--- src/sv/tws_pkg.sv ---
// ----------------------------------------------------------------------------
// tws_pkg
// Shared types, codes and default sizes for the triggered waveform summer.
// ----------------------------------------------------------------------------
`default_nettype none

package tws_pkg;

  localparam int DEF_SAMPLE_DEPTH = 4096;
  localparam int DEF_MAX_BINS     = 16;
  localparam int DEF_MAX_SAMPS    = 256;
  localparam int DEF_SAMPLE_BITS  = 16;

  localparam int SUM_W   = 32;
  localparam int CMD_W   = 2;
  localparam int SIDX_W  = 12;
  localparam int SVAL_W  = 16;
  localparam int TTIME_W = 13;
  localparam int BIN_W   = 5;
  localparam int OFF_W   = 8;
  localparam int NSAMP_W = 9;
  localparam int CFG_W   = 9;

  localparam int IN_DATA_W  = 56;
  localparam int OUT_DATA_W = 32;

  typedef enum logic [CMD_W-1:0] {
    CMD_LOAD    = 2'd0,
    CMD_TRIGGER = 2'd1,
    CMD_READ    = 2'd2,
    CMD_CLEAR   = 2'd3
  } cmd_t;

  localparam logic REG_NUM_BINS    = 1'b0;
  localparam logic REG_NUM_SAMPLES = 1'b1;

endpackage

`default_nettype wire

--- src/sv/tws_sat_add.sv ---
// ----------------------------------------------------------------------------
// tws_sat_add
// Adds a signed sample to a signed 32-bit running sum, clamped to 32 bits.
// ----------------------------------------------------------------------------
`default_nettype none

module tws_sat_add
  import tws_pkg::*;
#(
  parameter int SAMPLE_BITS = DEF_SAMPLE_BITS
) (
  input  logic signed [SUM_W-1:0]       acc,
  input  logic signed [SAMPLE_BITS-1:0] smp,
  output logic signed [SUM_W-1:0]       sum
);

  logic signed [SUM_W:0] wide;

  always_comb begin
    wide = (SUM_W+1)'(acc) + (SUM_W+1)'(smp);
    if (wide[SUM_W] != wide[SUM_W-1]) begin
      sum = wide[SUM_W] ? {1'b1, {(SUM_W-1){1'b0}}} : {1'b0, {(SUM_W-1){1'b1}}};
    end else begin
      sum = wide[SUM_W-1:0];
    end
  end

endmodule

`default_nettype wire

--- config.mk ---
export PLATFORM = sky130hd
export DESIGN_NAME = tws_sat_add
export DESIGN_NICKNAME = d
export VERILOG_FILES = /design/src/sv/tws_pkg.sv /design/src/sv/tws_sat_add.sv
export SDC_FILE = /design/constraint.sdc
export NUM_CORES = 1
export LEC_CHECK = 0
export ABC_AREA = 1
export BUFFER_PORTS_ARGS = -buffer_cell sky130_fd_sc_hd__buf_4
export CORE_MARGIN = 2
export CORE_UTILIZATION = 30
export DETAILED_ROUTE_END_ITERATION = 10
export PLACE_DENSITY = 0.57
export SYNTH_ARGS = -nofsm -noshare
export SYNTH_HDL_FRONTEND = slang
export SYNTH_SLANG_ARGS = --single-unit
--- constraint.sdc ---
create_clock -name vclk -period 2.41
set_input_delay 0.241 -clock vclk [all_inputs]
set_output_delay 0.241 -clock vclk [all_outputs]
set_load 0.01 [all_outputs]
# --- Yosys cells after proc, flatten, opt, wreduce, memory -nomap -nowiden ---
# Index checks and enable logic that the tools add are counted.
word_totals:
  reg_bits: 0
  out_inout_bits: 32
  elab_cells: 4
op_classes:
  n_addsub: 1
  eq_ne: 1
  muxes: 2
ops:
  columns: ["operator", "n"]
  rows:
  - ["32-bit 2-to-1 mux", 2]
  - ["32-bit by 16-bit adder with 33-bit output", 1]
  - ["1-bit inequality test", 1]

# --- Depth between registers and ports, before layout ---
# Gate-level depths: netlist of the first run.
logic_depth:
  ltp_word: 3
  ltp_mapped: 18
  ltp_nobuf: 17

# --- Worst setup path after synthesis of the first run ---
# No wires, ideal clock.
synth_timing:
  kind: "input to output"
  from: "in acc[0]"
  to: "out sum[6]"
  arrival_ns: 1.909
  required_time_ns: 2.169
  slack_ns: 0.260
  path_stages: 18
  path_buffers: 1
  cell_sequence: "ha_1 inv_1 fa_1 inv_1 nand2_1 nand2_1 nand3_1 nand2_2 nand2_2 nand2_4 nand2_4 nand2_2 nand2_1 nand2_2 nand3_2 buf_6 nand2_1 nand2_1"
synth_via:
  elab_chain_len: 3
synth_rtl:
  columns: ["element", "line_no", "source"]
  rows:
  - ["from (decl)", "tws_sat_add.sv:12", "input logic signed [SUM_W-1:0] acc,"]
  - ["32-bit by 16-bit adder with 33-bit output (*)", "tws_sat_add.sv:20", "wide = (SUM_W+1)'(acc) + (SUM_W+1)'(smp);"]
  - ["32-bit 2-to-1 mux or 1-bit inequality test (tied branches)", "tws_sat_add.sv:22, tws_sat_add.sv:21", null]
  - ["32-bit 2-to-1 mux (*)", "tws_sat_add.sv:21", "if (wide[SUM_W] != wide[SUM_W-1]) begin"]
  - ["to (decl)", "tws_sat_add.sv:14", "output logic signed [SUM_W-1:0] sum"]
# Every way passes the cells marked *; elsewhere a longest branch is shown, timed or not.

# --- Final worst setup path of the first run ---
layout_timing:
  from: "in acc[0]"
  to: "out sum[12]"
# Same word-level chain as after synthesis.

==> impl_metrics.yaml, run 1 <==
logic_synthesis:
  netlist_top_cells_count: "nand2_1, inv_1, nor2_1"
  syn_area_per_cell_um2: 5.30
  synth_area_um2: 2620
  yosys.area.top_type: "nand2_1"
  synth.net_count: 575
  synth_area_leaders: "nand2_1, ha_1, inv_1, nor2_1, a21oi_1"
  yosysUniqueCellTypes: 26
  ys_warn_count: 0
  synthMostInstantiatedCell: "nand2_1"
  netlist_instances: 494
  netlist.area_leader.share_pct: 30.2
  seq_area_frac_synth_pct: 0
floorplanning:
  fp.dieW_um: 97.5
  rows: 34
  die_y_um: 97.5
  start_util_pct: 30.5
  dieArea_um2: 9500
  design.core.area_um2: 8590
  ioPinCount: 80
cells_and_area:
  num_antenna_cells: 0
  final_nets: 741
  multi_input_area_um2: 2940
  flops_and_latches: 0
  seqCellArea_um2: 0
  nClkBuffers: 0
  fill_cells: 846
  final_layout_size_suffix_gt1_share_pct: 47.3
  syn_to_final_growth_pct: 84.6
  fin_util_pct: 56.3
critical_path:
  crit_arrival_ns: 2.24
  worstPathMaxFanout: 5
  crit_type: "in2out"
  cp.required_ns: 2.17
  crit_path_start_kind: "primary input"
  critPathCaptureType: "output port"
routing:
  drc_errors: 0
  drtIter0Drc: 147
  drt_wl_total_mm: 9.97
  vias: 3579
  dr.pass1.iters: 4
  routed_via_density: 4.67
  final_antenna_net_count: 0
  wire_per_inst_um: 13.0
sta:
  fin_ws_ns: -0.0688
  worst_pin_slew_ns: 0.338
  maxSlewViolCount: 0
  rsz0062_at_grt: "yes"
  max_slew_margin_pct: 77.4
  layout_min_cycle_time_ns: 2.48
  period_share_pct: 103
  setup_tns_ns: -0.825
  hold_ws_ns: 0.857
  setup_viol: 22
  hold_viol: 0
  clock.fmax_mhz: 403
grt:
  antenna_found_initial: 0
  grt_pass1_wl_mm: 15.4
  gr-usage-all-layers_pct: 18.9
  grt_max_degree: 18
  grt_pass1_vias: 3454
  grt-ovfl-total: 0
power:
  ir_worst_vdd_mv: 0.133
  power.density_nw_per_um2: 387
  leakagePower_nw: 2.59
  totalPowerFinal_w: 0.00187
place:
  gp_congestion: 0.923
  hpwl_mm: 7.71
  io_buffers: 80
run_status:
  failed_checks: "setup timing"
  status: "finished with violations"
job:
  maxCapViolations: 0
min_path:
  min_path_type: "in2out"
[critical path, cell delays in order]
cell	delay (ns)
buf_6	0.07
ha_4	0.13
inv_2	0.03
fa_2	0.34
inv_2	0.08
nand2_2	0.07
nand2_2	0.08
nand3_2	0.06
nand2_2	0.08
nand2_2	0.06
nand2_4	0.07
nand2_4	0.06
nand2_4	0.08
nand2_4	0.05
nand2_4	0.07
nand3_4	0.18
clkbuf_16	0.23
nand2_2	0.06
nand2_2	0.05
buf_6	0.11
[final timing paths]
kind                  slack, ns  cells after the start      end  startpoint
worst max-delay path      -0.07                     20  sum[12]      acc[0]
worst min-delay path       0.86                      5   sum[0]      smp[0]
[layer usage]
layer,share of wire (%),GRT usage (%)
met2,51,34.6
met5,0,0
met4,0.89,2.46
met3,3.4,0.791
met1,45,25.2
[cell usage in the layout, fill, tap and decap left out, types with 14 or more instances in the layout]
cell,synthesis,layout
buf_6,5,23
xor2_1,15,14
nand2_1,211,165
ha_4,0,24
buf_4,0,136
nor2_1,43,40
inv_1,65,63
a21oi_1,31,21
nand2_4,5,21
nand2_2,17,46
[kinds of logic (layout without fill, tap and decap cells)]
| group | Yosys count | count (layout) | share of synthesized area [%] |
|---|---|---|---|
| AND/OR/NAND/NOR | 314 | 314 | 52.8 |
| adder cells (fa/ha/maj) | 33 | 33 | 16.0 |
| buffers and inverters | 72 | 236 | 11.7 |
| XOR/XNOR | 18 | 18 | 6.02 |
| AO/OA/AOI/OAI | 57 | 57 | 13.4 |
[layout make-up]
type | count | share of cell area, %
Timing Repair Buffer | 169 | 31.2
Multi-Input combinational cell | 422 | 60.8
Tap cell | 108 | 2.79
Inverter | 67 | 5.20
[timing repair]
item	4_1_cts	5_1_grt
resized for setup	38	113
hold buffers	0	0
pin swaps	12	20
gates cloned	1	3
buffers inserted	15	5
endpoints found under the setup margin	31	31
[stage by stage]
step / cell area [µm²] / std cells / setup WS (ns)
global placement: 3830 / 743 / -0.109
CTS: 4170 / 758 / 0.00229
floorplan: 2620 / 494 / 0.260
finish: 4840 / 766 / -0.0688
global route: 4840 / 766 / -0.157
detailed placement: 3830 / 743 / -0.111
[power by group]
part | switching (W) | leakage [nW] | internal [W] | total [W]
combinational | 0.000910 | 2.59 | 0.000961 | 0.00187
clock | 0 | 0 | 0 | 0
sequential | 0 | 0 | 0 | 0
(Power assumes the default switching activity.)
==> run 2, diff against run 1 <==
--- a/config.mk
+++ b/config.mk
@@ -10,7 +10,9 @@
 export CORE_MARGIN = 2
 export CORE_UTILIZATION = 30
 export DETAILED_ROUTE_END_ITERATION = 10
-export PLACE_DENSITY = 0.57
+export PLACE_DENSITY = 0.62
+export RECOVER_POWER = 50
+export SKIP_LAST_GASP = 1
 export SYNTH_ARGS = -nofsm -noshare
 export SYNTH_HDL_FRONTEND = slang
 export SYNTH_SLANG_ARGS = --single-unit
==> run 2 against run 1 <==
- the run still ends with setup timing left
- clock-buffer cell count is the same
- non-clock buffer count grew 2
- combinational power grew 4%
- total power grew 3.7%
- core utilization shrank 0.16 points
- via count grew 1.0%
- global-route usage grew 1.4 points
- critical path type unchanged
==> impl_metrics.yaml, run 2 (same netlist as run 1, synthesis figures left out) <==
min_path:
  min_to: "sum[0]"
  holdPathStages: 5
  worstHoldStart: "smp[0]"
  min_path_type: "in2out"
power:
  totalPowerFinal_w: 0.00194
  power.density_nw_per_um2: 402
  ir_worst_vdd_mv: 0.144
  leakagePower_nw: 2.63
cells_and_area:
  multi_input_area_um2: 2890
  final_layout_size_suffix_gt1_share_pct: 46.0
  nClkBuffers: 0
  final_nets: 744
  syn_to_final_growth_pct: 84.1
  layout_common_cells: "nand2_1, buf_4, inv_1, nor2_1, nand2_2"
  flops_and_latches: 0
  fin_util_pct: 56.1
  num_antenna_cells: 0
  seqCellArea_um2: 0
  fill_cells: 817
  final_common_cell: "nand2_1"
routing:
  routed_via_density: 4.70
  drc_errors: 0
  wire_per_inst_um: 13.2
  final_antenna_net_count: 0
  drtIter0Drc: 143
  vias: 3616
  drt_wl_total_mm: 10.1
  dr.pass1.iters: 4
critical_path:
  cp_slowest_cell: "ha_4"
  cp.required_ns: 2.17
  path_common_cell: "nand2_1"
  cp_slowest_stage_delay_ns: 0.26
  crit_path_start_kind: "primary input"
  crit_type: "in2out"
  crit_chain: "buf_12 -> buf_6 -> ha_4 -> a21oi_4 -> nand2_1 -> nand2_1 -> nand2_2 -> a21oi_4 -> buf_4 -> nand3_1 -> nand2_4 -> nand2_8 -> buf_12 -> nand2_1 -> buf_6"
  path_depth: 15
  worst-path-buf-inv: 5
  crit_family: "simple AND/OR/NAND/NOR gates"
  critPathCaptureType: "output port"
  worstPathMaxFanout: 14
  crit_arrival_ns: 2.29
grt:
  grt_pass1_vias: 3603
  gr-usage-all-layers_pct: 20.3
  grt_max_degree: 15
  grt_pass1_wl_mm: 16.4
  antenna_found_initial: 0
  grt-ovfl-total: 0
floorplanning:
  design.core.area_um2: 8590
  rows: 34
  die_y_um: 97.5
  fp.dieW_um: 97.5
  start_util_pct: 30.5
  ioPinCount: 80
  dieArea_um2: 9500
sta:
  maxSlewViolCount: 0
  layout_min_cycle_time_ns: 2.53
  clock.fmax_mhz: 395
  setup_tns_ns: -2.58
  max_slew_margin_pct: 75.1
  fin_ws_ns: -0.120
  hold_ws_ns: 0.865
  rsz0062_at_grt: "yes"
  setup_viol: 31
  worst_pin_slew_ns: 0.373
  period_share_pct: 105
  hold_viol: 0
run_status:
  status: "finished with violations"
  failed_checks: "setup timing"
job:
  maxCapViolations: 0
place:
  post-place-ws_ns: -0.147
  hpwl_mm: 7.84
  gp_congestion: 0.887
  io_buffers: 80
clock_network:
  cts_hold_buf: 0
[run 2: changes by cell type in the layout (fill, tap and decap cells not counted), sizes merged]
cell | previous run | this run
buf | 166 | 171
clkbuf | 3 | 0
nor2 | 50 | 51
[run 2: area by class of cell]
class                           instances  area share (%)
Multi-Input combinational cell        423            59.8
Timing Repair Buffer                  171            32.2
Inverter                               67            5.21
Tap cell                              108            2.80
[run 2: power by group]
part / leakage (nW) / switching (W) / total (W) / internal, W
Combinational: 2.63 / 0.000946 / 0.00194 / 0.000993
Clock: 0 / 0 / 0 / 0
Sequential: 0 / 0 / 0 / 0
[run 2: timing repair]
item | CTS | global route
pin swaps | 23 | 18
gates resized for setup | 100 | 54
gates cloned | 4 | 0
endpoints found under the setup margin | 31 | 31
buffers inserted | 16 | 2
[run 2: worst max-delay path by stage]
stage,from,to,slack [ns]
after CTS,smp[0],sum[8],-0.06
after detailed placement,smp[15],sum[17],-0.15
after floorplan,acc[0],sum[6],0.26
final,smp[15],sum[7],-0.12
after global routing,smp[15],sum[7],-0.21
after global placement,acc[0],sum[17],-0.11
[run 2: routing by layer]
layer	routed length, µm	global-route usage (%)
met1	4410	26.5
met5	0	0
met3	508	1.22
met4	273	4.59
met2	4930	36.5
[run 2: through the flow]
stage                     area [µm²]  std cells
after global routing            4820        769
after global placement          3860        747
after CTS                       4560        767
final                           4820        769
after floorplan                 2620        494
after detailed placement        3860        747
